## config.mk

```make
export PLATFORM = sky130hd
export DESIGN_NAME = four_char_si_number_formatter
export DESIGN_NICKNAME = d
export VERILOG_FILES = /design/src/hw/rtl/fcsnf_pkg.sv /design/src/hw/rtl/four_char_si_number_formatter.sv /design/src/hw/rtl/fcsnf_dabble_stage.sv /design/src/hw/rtl/fcsnf_format_stage.sv
export SDC_FILE = /design/constraint.sdc
export NUM_CORES = 2
export LEC_CHECK = 0
export ABC_AREA = 0
export BUFFER_PORTS_ARGS = -buffer_cell sky130_fd_sc_hd__buf_2
export CORE_ASPECT_RATIO = 0.5
export CORE_MARGIN = 4
export CORE_UTILIZATION = 60
export CTS_CLUSTER_SIZE = 14
export DETAILED_ROUTE_END_ITERATION = 16
export GPL_TIMING_DRIVEN = 0
export PLACE_DENSITY_LB_ADDON = 0.25
export SLEW_MARGIN = 15
export SYNTH_ARGS = -nofsm -noshare
export SYNTH_HDL_FRONTEND = slang
export SYNTH_SLANG_ARGS = --single-unit
```

## constraint.sdc

```tcl
create_clock -name i_clk -period 6.3 [get_ports i_clk]
set_input_delay 0.945 -clock i_clk [delete_from_list [all_inputs] [get_ports i_clk]]
set_output_delay 0.945 -clock i_clk [all_outputs]
set_load 0.03 [all_outputs]
```

## src/hw/rtl/fcsnf_pkg.sv

```systemverilog
package fcsnf_pkg;

    // field widths
    localparam int VALUE_W = 51;
    localparam int MAG_W   = VALUE_W - 1;
    localparam int CHAR_W  = 7;
    localparam int DIG_W   = 4;
    localparam int DIG_N   = 15;
    localparam int BCD_W   = DIG_N * DIG_W;

    // range limits in micro-units
    localparam logic [MAG_W-1:0] HUGE_LIMIT  = 50'd1000000000000000;
    localparam logic [MAG_W-1:0] SMALL_LIMIT = 50'd1000;

    // ascii codes
    localparam logic [CHAR_W-1:0] CH_ZERO  = 7'h30;
    localparam logic [CHAR_W-1:0] CH_ONE   = 7'h31;
    localparam logic [CHAR_W-1:0] CH_POINT = 7'h2e;
    localparam logic [CHAR_W-1:0] CH_SPACE = 7'h20;
    localparam logic [CHAR_W-1:0] CH_MEGA  = 7'h4d;
    localparam logic [CHAR_W-1:0] CH_KILO  = 7'h6b;
    localparam logic [CHAR_W-1:0] CH_MICRO = 7'h75;
    localparam logic [CHAR_W-1:0] CH_LESS  = 7'h3c;
    localparam logic [CHAR_W-1:0] CH_MORE  = 7'h3e;

    // word carried down the conversion pipeline
    typedef struct packed {
        logic             zero;
        logic             huge;
        logic             small_val;
        logic [MAG_W-1:0] bin;
        logic [BCD_W-1:0] bcd;
    } t_conv;

endpackage

```

## src/hw/rtl/four_char_si_number_formatter.sv

```systemverilog
// Shows a signed number in millionths as four ASCII characters: "0.00" for zero,
// ">1MM" from 1e9 up, "<1uu" for negatives and values below 0.001, otherwise three
// truncated digits with 'k', 'M', '.' or a trailing space. One beat is taken every
// cycle while the output side is ready, and the pipeline never stalls on its own. A
// beat passes through one input stage for the range checks, then the binary to decimal
// conversion, which runs up to STEPS_PER_STAGE shift-add-3 steps per register stage
// over the 50 magnitude bits, and then one output stage.
module four_char_si_number_formatter #(
    parameter int STEPS_PER_STAGE = 8
) (
    input  logic                         i_clk,
    input  logic                         i_rst_n,
    input  logic                         i_valid,
    output logic                         o_ready,
    input  logic signed [fcsnf_pkg::VALUE_W-1:0] i_value_micro,
    output logic                         o_valid,
    input  logic                         i_ready,
    output logic [fcsnf_pkg::CHAR_W-1:0] o_char_first,
    output logic [fcsnf_pkg::CHAR_W-1:0] o_char_second,
    output logic [fcsnf_pkg::CHAR_W-1:0] o_char_third,
    output logic [fcsnf_pkg::CHAR_W-1:0] o_char_fourth
);
    import fcsnf_pkg::*;

    localparam int STAGE_N = (MAG_W + STEPS_PER_STAGE - 1) / STEPS_PER_STAGE;

    logic  r_valid;
    t_conv r_conv;
    t_conv n_conv;
    logic  en;

    logic  st_valid [STAGE_N+1];
    logic  st_ready [STAGE_N+1];
    t_conv st_data  [STAGE_N+1];

    assign en      = !r_valid || st_ready[0];
    assign o_ready = en;

    // range checks and magnitude capture
    always_comb begin
        n_conv           = '0;
        n_conv.bin       = i_value_micro[MAG_W-1:0];
        n_conv.zero      = (i_value_micro == '0);
        n_conv.huge      = !i_value_micro[MAG_W] && (i_value_micro[MAG_W-1:0] >= HUGE_LIMIT);
        n_conv.small_val = i_value_micro[MAG_W] || (i_value_micro[MAG_W-1:0] < SMALL_LIMIT);
    end

    // input stage valid
    always_ff @(posedge i_clk) begin
        if (!i_rst_n) begin
            r_valid <= 1'b0;
        end else if (en) begin
            r_valid <= i_valid;
        end
    end

    // input stage payload
    always_ff @(posedge i_clk) begin
        if (en && i_valid) begin
            r_conv <= n_conv;
        end
    end

    assign st_valid[0] = r_valid;
    assign st_data[0]  = r_conv;

    // binary to bcd conversion stages
    for (genvar g = 0; g < STAGE_N; g++) begin : g_dabble
        localparam int STEPS = ((g + 1) * STEPS_PER_STAGE > MAG_W) ?
                               (MAG_W - g * STEPS_PER_STAGE) : STEPS_PER_STAGE;
        fcsnf_dabble_stage #(
            .STEPS (STEPS)
        ) u_stage (
            .i_clk   (i_clk),
            .i_rst_n (i_rst_n),
            .i_valid (st_valid[g]),
            .o_ready (st_ready[g]),
            .i_data  (st_data[g]),
            .o_valid (st_valid[g+1]),
            .i_ready (st_ready[g+1]),
            .o_data  (st_data[g+1])
        );
    end

    // character selection and output register
    fcsnf_format_stage u_format (
        .i_clk         (i_clk),
        .i_rst_n       (i_rst_n),
        .i_valid       (st_valid[STAGE_N]),
        .o_ready       (st_ready[STAGE_N]),
        .i_data        (st_data[STAGE_N]),
        .o_valid       (o_valid),
        .i_ready       (i_ready),
        .o_char_first  (o_char_first),
        .o_char_second (o_char_second),
        .o_char_third  (o_char_third),
        .o_char_fourth (o_char_fourth)
    );

endmodule

```

## src/hw/rtl/fcsnf_dabble_stage.sv

```systemverilog
module fcsnf_dabble_stage #(
    parameter int STEPS = 8
) (
    input  logic            i_clk,
    input  logic            i_rst_n,
    input  logic            i_valid,
    output logic            o_ready,
    input  fcsnf_pkg::t_conv i_data,
    output logic            o_valid,
    input  logic            i_ready,
    output fcsnf_pkg::t_conv o_data
);
    import fcsnf_pkg::*;

    logic                   r_valid;
    t_conv                  r_data;
    t_conv                  n_data;
    logic [BCD_W+MAG_W-1:0] sh;
    logic                   en;

    assign en      = !r_valid || i_ready;
    assign o_ready = en;
    assign o_valid = r_valid;
    assign o_data  = r_data;

    // shift-add-3 steps, binary bits move into the bcd digits
    always_comb begin
        sh = {i_data.bcd, i_data.bin};
        for (int s = 0; s < STEPS; s++) begin
            for (int d = 0; d < DIG_N; d++) begin
                if (sh[MAG_W + DIG_W*d +: DIG_W] >= 4'd5) begin
                    sh[MAG_W + DIG_W*d +: DIG_W] = sh[MAG_W + DIG_W*d +: DIG_W] + 4'd3;
                end
            end
            sh = sh << 1;
        end
        n_data     = i_data;
        n_data.bcd = sh[MAG_W +: BCD_W];
        n_data.bin = sh[MAG_W-1:0];
    end

    // stage valid
    always_ff @(posedge i_clk) begin
        if (!i_rst_n) begin
            r_valid <= 1'b0;
        end else if (en) begin
            r_valid <= i_valid;
        end
    end

    // stage payload
    always_ff @(posedge i_clk) begin
        if (en && i_valid) begin
            r_data <= n_data;
        end
    end

endmodule

```

## src/hw/rtl/fcsnf_format_stage.sv

```systemverilog
module fcsnf_format_stage (
    input  logic                        i_clk,
    input  logic                        i_rst_n,
    input  logic                        i_valid,
    output logic                        o_ready,
    input  fcsnf_pkg::t_conv            i_data,
    output logic                        o_valid,
    input  logic                        i_ready,
    output logic [fcsnf_pkg::CHAR_W-1:0] o_char_first,
    output logic [fcsnf_pkg::CHAR_W-1:0] o_char_second,
    output logic [fcsnf_pkg::CHAR_W-1:0] o_char_third,
    output logic [fcsnf_pkg::CHAR_W-1:0] o_char_fourth
);
    import fcsnf_pkg::*;

    logic              r_valid;
    logic [CHAR_W-1:0] r_c0, r_c1, r_c2, r_c3;
    logic [CHAR_W-1:0] n_c0, n_c1, n_c2, n_c3;
    logic [CHAR_W-1:0] ch [DIG_N];
    logic              en;

    assign en            = !r_valid || i_ready;
    assign o_ready       = en;
    assign o_valid       = r_valid;
    assign o_char_first  = r_c0;
    assign o_char_second = r_c1;
    assign o_char_third  = r_c2;
    assign o_char_fourth = r_c3;

    // each bcd digit as an ascii character
    always_comb begin
        for (int d = 0; d < DIG_N; d++) begin
            ch[d] = CH_ZERO + {3'b000, i_data.bcd[DIG_W*d +: DIG_W]};
        end
    end

    // pick the form from the flags and the leading digit
    always_comb begin
        n_c0 = CH_POINT;
        n_c1 = ch[5];
        n_c2 = ch[4];
        n_c3 = ch[3];
        priority if (i_data.zero) begin
            n_c0 = CH_ZERO; n_c1 = CH_POINT; n_c2 = CH_ZERO; n_c3 = CH_ZERO;
        end else if (i_data.huge) begin
            n_c0 = CH_MORE; n_c1 = CH_ONE; n_c2 = CH_MEGA; n_c3 = CH_MEGA;
        end else if (i_data.small_val) begin
            n_c0 = CH_LESS; n_c1 = CH_ONE; n_c2 = CH_MICRO; n_c3 = CH_MICRO;
        end else if (ch[14] != CH_ZERO) begin
            n_c0 = ch[14]; n_c1 = ch[13]; n_c2 = ch[12]; n_c3 = CH_MEGA;
        end else if (ch[13] != CH_ZERO) begin
            n_c0 = ch[13]; n_c1 = ch[12]; n_c2 = CH_MEGA; n_c3 = ch[11];
        end else if (ch[12] != CH_ZERO) begin
            n_c0 = ch[12]; n_c1 = CH_MEGA; n_c2 = ch[11]; n_c3 = ch[10];
        end else if (ch[11] != CH_ZERO) begin
            n_c0 = ch[11]; n_c1 = ch[10]; n_c2 = ch[9]; n_c3 = CH_KILO;
        end else if (ch[10] != CH_ZERO) begin
            n_c0 = ch[10]; n_c1 = ch[9]; n_c2 = CH_KILO; n_c3 = ch[8];
        end else if (ch[9] != CH_ZERO) begin
            n_c0 = ch[9]; n_c1 = CH_KILO; n_c2 = ch[8]; n_c3 = ch[7];
        end else if (ch[8] != CH_ZERO) begin
            n_c0 = ch[8]; n_c1 = ch[7]; n_c2 = ch[6]; n_c3 = CH_SPACE;
        end else if (ch[7] != CH_ZERO) begin
            n_c0 = ch[7]; n_c1 = ch[6]; n_c2 = CH_POINT; n_c3 = ch[5];
        end else if (ch[6] != CH_ZERO) begin
            n_c0 = ch[6]; n_c1 = CH_POINT; n_c2 = ch[5]; n_c3 = ch[4];
        end else begin
            n_c0 = CH_POINT; n_c1 = ch[5]; n_c2 = ch[4]; n_c3 = ch[3];
        end
    end

    // output valid
    always_ff @(posedge i_clk) begin
        if (!i_rst_n) begin
            r_valid <= 1'b0;
        end else if (en) begin
            r_valid <= i_valid;
        end
    end

    // output characters
    always_ff @(posedge i_clk) begin
        if (en && i_valid) begin
            r_c0 <= n_c0;
            r_c1 <= n_c1;
            r_c2 <= n_c2;
            r_c3 <= n_c3;
        end
    end

endmodule
```

After elaboration in Yosys (flattened, before gate mapping)

Cells that the tools add are included.

Register bits: 631
Bits in latches: 0
Bits in writable memories: 0
ROM bits: 0
Output and inout port bits: 30
Logic and storage cells: 2047
Memories: 0

Add/subtract/negate cells: 642
Multiply operators: 0
Div/mod/pow operators: 0
$lt $le $gt $ge: 632
Eq/ne operators: 9
Shifts and indexed selects: 0
Multiplexer cells: 674
Bitwise gates (word level): 0
Reduce and logical (&&, ||, !) cells: 33

Operator list:

| cell                                                          | count |
|---|---|
| >= comparator 4 x 3 -> 1 bit (second input constant)          | 615 |
| two-way mux 4 bit                                             | 596 |
| adder 4 x 2 -> 4 bit (second input constant)                  | 581 |
| two-way mux 7 bit                                             | 40 |
| adder 3 x 2 -> 3 bit (second input constant)                  | 34 |
| two-way mux 3 bit                                             | 34 |
| adder 6 x 4 -> 7 bit (first input constant)                   | 12 |
| inequality test 7 x 6 -> 1 bit (second input constant)        | 9 |
| logical NOT 51 bit                                            | 1 |
| >= comparator 50 bit (second input constant)                  | 1 |
| less-than comparator 50 x 10 -> 1 bit (second input constant) | 1 |
| adder 1 x 2 -> 3 bit (second input constant)                  | 14 |
| >= comparator 1 x 3 -> 1 bit (second input constant)          | 14 |
| logical AND 1 bit                                             | 10 |
| logical NOT 1 bit                                             | 10 |
| logical OR 1 bit                                              | 10 |
| two-way mux 5 bit                                             | 2 |
| OR reduction 4 bit                                            | 1 |
| adder 1 x 2 -> 3 bit (both inputs constant)                   | 1 |
| >= comparator 1 x 3 -> 1 bit (both inputs constant)           | 1 |
| OR reduction 3 bit                                            | 1 |
| two-way mux 1 bit                                             | 2 |

Longest topological paths before layout

Depth in word-level cells: 16
Depth in mapped cells: 38

Modules after synthesis

From an unflattened synthesis, not the netlist that was laid out.

Cell total of the unflattened synthesis: 16186
Area total of the unflattened synthesis: 123763.7 µm²

By module, submodules not included:

| module                                        | instances | cells an instance | area an instance (µm²) | seq. area each (µm²) |
|---|---|---|---|---|
| fcsnf_dabble_stage at g_dabble[0].u_stage ... | 6         | 2549              | 18900.6                | 3173.0 |
| fcsnf_dabble_stage at g_dabble[6].u_stage     | 1         | 502               | 6063.3                 | 3353.2 |
| fcsnf_format_stage                            | 1         | 284               | 2361.0                 | 800.8 |
| four_char_si_number_formatter                 | 1         | 106               | 1935.6                 | 1611.5 |

Least setup slack after synthesis

Ideal clock, no wire load.

Kind: register to register
Start point: register g_dabble[0].u_stage.r_data, in the netlist g_dabble[0].u_stage.o_data[0]
End point: register g_dabble[1].u_stage.r_data, in the netlist g_dabble[1].u_stage.o_data[7], data pin
Data arrival time: 6650 ps
Data required time: 6040 ps
Slack: -610 ps
Stages on the path, launching flop included: 39
Buffers on the path: 1
Clock period less this slack: 6910 ps
Cell sequence: edfxtp_1 inv_1 ha_1 nand2b_1 or3b_1 and2_1 buf_2 inv_2 ha_1 o21ai_0 a31oi_1 inv_1 ha_1 nor3_1 a21oi_1 a21boi_1 nor2_1 a31oi_1 [3 not listed] a21oi_1 mux2i_1 inv_1 ha_1 a2111o_1 o311a_1 o31a_1 inv_1 ha_1 o21ai_0 a21oi_1 inv_1 ha_1 o21ai_0 nand2_1 mux2_2 o21a_1 mux2_2

RTL lines:

| item                   | line                     | RTL |
|---|---|---|
| from (decl)            | fcsnf_dabble_stage.sv:16 | `t_conv r_data;` |
| from (signal assigned) | fcsnf_dabble_stage.sv:54 | `r_data <= n_data;` |
| to (signal assigned)   | fcsnf_dabble_stage.sv:54 |  |
| to (decl)              | fcsnf_dabble_stage.sv:16 |  |

==> results.txt <==
asr flop ratio synth: 0
Crit Path Max Fanout: 5
failing checks: negative setup slack
CTS sink cnt: 482
DR iter-0 viols: 5045
Die ar.: 110000 sq um
fillers: 6577
HPWL Detailed: 97800 microns
Top Ports: 85
WL/cell: 16.3 microns
overall routing resource usage: 0.233
area of the multi-input gates: 52900 sq um
H-tree depth: 2
vias per cell: 6.32
most frequent cells in the layout: buf_4 (630), nand2_1 (629), nor2_1 (608)
CTS tree: done
Reg clk slew, reported paths: 0.07 ns
Synth Instances: 7762
largest net degree at the start of global routing: 32
RSZ-0062 raised after global routing: true
final setup violating endpoints: 29
synth warn: 0
initial antenna violation count: 1
setup slack, reg-to-reg: -0.34 ns
pre-CTS setup slack: -0.855 ns
Routed WL: 163000 microns
Post-Syn Area: 62800 sq um
FF-to-FF Start: g_dabble[0].u_stage.o_data[5]$_DFFE_PP_
Distinct cells, synth: 165
CP bufs+invs: 6
dominant synthesized flop cell: edfxtp_1
crit end category: flop
final worst path period need: 6.64 ns
Port Buffers: 81
reg-to-reg endpoint: g_dabble[1].u_stage.o_data[7]$_DFFE_PP_
routability cong.: 0.927
remaining routing DRC violations: 0
max_cap viols: 0
Seq/Total Area, Yosys: 0.229
net count after synthesis: 8199
Post-synth EDFFs: 473
maximum clock path buffer count: 3
global route overflow: 0
Routed Antenna Nets: 0
CP max-delay cell: edfxtp_1
Fmax: 0.151 GHz
Worst-Margin Slew: 1.10 ns
fin crit share: 1.05
TritonCTS Buffers: 48
root buf cell: clkbuf_16
FP Rows: 83
most common cell after layout, fill and taps aside: buf_4
Hold/Removal Path Class: flop to flop
hold worst-path end: g_dabble[0].u_stage.o_data[107]$_DFFE_PP_
DR pass1 iterations: 8
min-delay src: r_conv[99]$_DFFE_PP_
crit path DAT: 7.03 ns
Clock Latency Late Sink: 0.66 ns
Startpoint Class: flop
worst hold margin: 0.413 ns
Worst Skew: 0.0505 ns
Die Span X: 466 microns
Worst EP required: 6.70 ns
CP most frequent cell: ha_4
Antenna Cells: 0
final setup margin: -0.335 ns
die height: 237 microns
area grow syn2layout: 25.9%
synthesis-stage register bit count: 482
post-route setup TNS: -3.44 ns
Slew HR: 0.261
Seq. cell area: 14400 sq um
Initial Util: 0.609
R2R cell count: 37
max-slew violations: 0
global-route wire length before repair: 232000 microns
max incr delay on CP: 0.45 ns
delay-heaviest family, CP: compound AO/OA/AOI/OAI gates
Hold Crit Depth: 0
syn_area_per_cell: 8.09 sq um
CP Class: flop to flop
status: finished with violations
Final nets: 8971
share of cells above drive strength 1: 0.304
Core Region: 103000 sq um
vias: 63000
final hold violations: 0
vias in the first global route: 52200
## worst reg2reg max path: cells and delay by family (launching register included)
| family | cells | cell delay, ns |
|---|---|---|
| adder cells (fa/ha/maj) | 7 | 1.31 |
| flip-flops | 1 | 0.45 |
| multiplexers | 3 | 0.78 |
| AO/OA/AOI/OAI | 16 | 2.82 |
| buffers and inverters | 6 | 0.62 |
| XOR/XNOR | 1 | 0.17 |
| AND/OR/NAND/NOR | 4 | 0.27 |
## per-stage QoR
step	instances	area, sq um	utilization
5_1_grt	9975	79100	0.766
2_1_floorplan	7762	63000	-
3_3_place_gp	9245	65200	0.631
4_1_cts	9541	70400	0.682
3_5_place_dp	9262	65600	0.636
6_report	9975	79100	0.766
## registers in the layout, indices dropped and copies added (netlist names), 5 cells and up
name	flops
g_dabble.u_stage.o_data	397
u_format.o_char_third	7
u_format.o_char_fourth	7
r_conv	50
g_dabble.u_stage.o_valid	7
u_format.o_char_first	5
u_format.o_char_second	7
## cell type report
class / count / share of cell area
clock inverter: 22 / 0.00307
timing repair buffer: 735 / 0.0714
clock buffer: 67 / 0.0169
multi-input combinational: 6563 / 0.669
sequential: 482 / 0.182
inverter: 546 / 0.0261
buffer: 158 / 0.00984
tap: 1402 / 0.0222
## cell usage after synthesis (30+ instances only)
| cell type | number | area (sq um) |
|---|---|---|
| and2_1 | 113 | 707 |
| inv_2 | 42 | 158 |
| a211o_1 | 69 | 604 |
| nor3_1 | 184 | 921 |
| edfxtp_1 | 473 | 14200 |
| o211a_1 | 48 | 480 |
| nand2_1 | 677 | 2540 |
| o21bai_1 | 56 | 420 |
| xor2_1 | 55 | 482 |
| o21ai_1 | 141 | 706 |
| o22ai_1 | 94 | 588 |
| o211ai_1 | 122 | 916 |
| or3_1 | 76 | 475 |
| nand4_1 | 30 | 188 |
| nor4_1 | 45 | 282 |
| buf_2 | 41 | 205 |
| nand3b_1 | 39 | 293 |
| and3_1 | 66 | 413 |
| clkbuf_1 | 111 | 417 |
| nor2_1 | 670 | 2510 |
| nor3b_1 | 45 | 338 |
| o31ai_1 | 45 | 338 |
| a21boi_0 | 53 | 398 |
| or2_1 | 41 | 257 |
| inv_1 | 500 | 1880 |
| a21oi_1 | 534 | 2670 |
| a2bb2oi_1 | 42 | 368 |
| a31oi_1 | 84 | 526 |
| nand2b_1 | 162 | 1010 |
| o21ai_0 | 500 | 2500 |
| ha_1 | 382 | 4780 |
| or2_2 | 68 | 425 |
| mux2_2 | 151 | 1700 |
| nor2b_1 | 136 | 851 |
| mux2i_1 | 236 | 2360 |
| o21a_1 | 116 | 871 |
| a21o_1 | 113 | 848 |
| a211oi_1 | 150 | 1130 |
| nand3_1 | 170 | 851 |
| xnor2_1 | 159 | 1390 |
| a22oi_1 | 40 | 300 |
| o221ai_1 | 32 | 280 |
## cells by family (layout without fill, tap and decap cells)
family                     after synthesis  in the layout  share of synthesized area
AOI/OAI and AO/OA                     2843           2843                      0.324
xor gates and xnor gates               257            258                     0.0421
adders and majority gates              391            391                     0.0775
buffers and inverters                  719           1528                     0.0449
DFF                                    482            482                      0.229
muxes                                  421            421                     0.0726
other                                    2              2                   0.000120
and+or+nand+nor                       2647           2648                      0.210
## routing by layer
metal,vias to the layer above,global-route usage,wire [microns]
met2,2010,0.399,79800
met4,0,0.0440,4100
met5,-,0,0
li1,31000,-,-
met1,29600,0.320,70600
met3,436,0.0248,8060
## worst max path at each step
stage,startpoint,endpoint,slack [ns],cells past startpoint
final,g_dabble[0].u_stage.o_data[5]$_DFFE_PP_,g_dabble[1].u_stage.o_data[7]$_DFFE_PP_,-0.34,37
after global routing,g_dabble[0].u_stage.o_data[0]$_DFFE_PP_,g_dabble[1].u_stage.o_data[7]$_DFFE_PP_,-0.52,35
after CTS,g_dabble[0].u_stage.o_data[4]$_DFFE_PP_,g_dabble[1].u_stage.o_data[11]$_DFFE_PP_,-0.05,33
after detailed placement,g_dabble[2].u_stage.o_data[28]$_DFFE_PP_,g_dabble[3].u_stage.o_data[30]$_DFFE_PP_,-0.85,33
after global placement,i_ready,g_dabble[0].u_stage.o_data[2]$_DFFE_PP_,-1.79,7
after floorplan,g_dabble[0].u_stage.o_data[0]$_DFFE_PP_,g_dabble[1].u_stage.o_data[7]$_DFFE_PP_,-0.06,38
## repair_timing
action                     in CTS  in global routing
hold buffers                    0                  0
setup buffers                 191                447
gates resized for setup       367               1224
pin swaps                     129                496
setup endpoints to repair     180                180
gates cloned                    1                  2
Power is not shown: default switching activity piles up to over one toggle a cycle in this logic, so the estimate is an artifact.
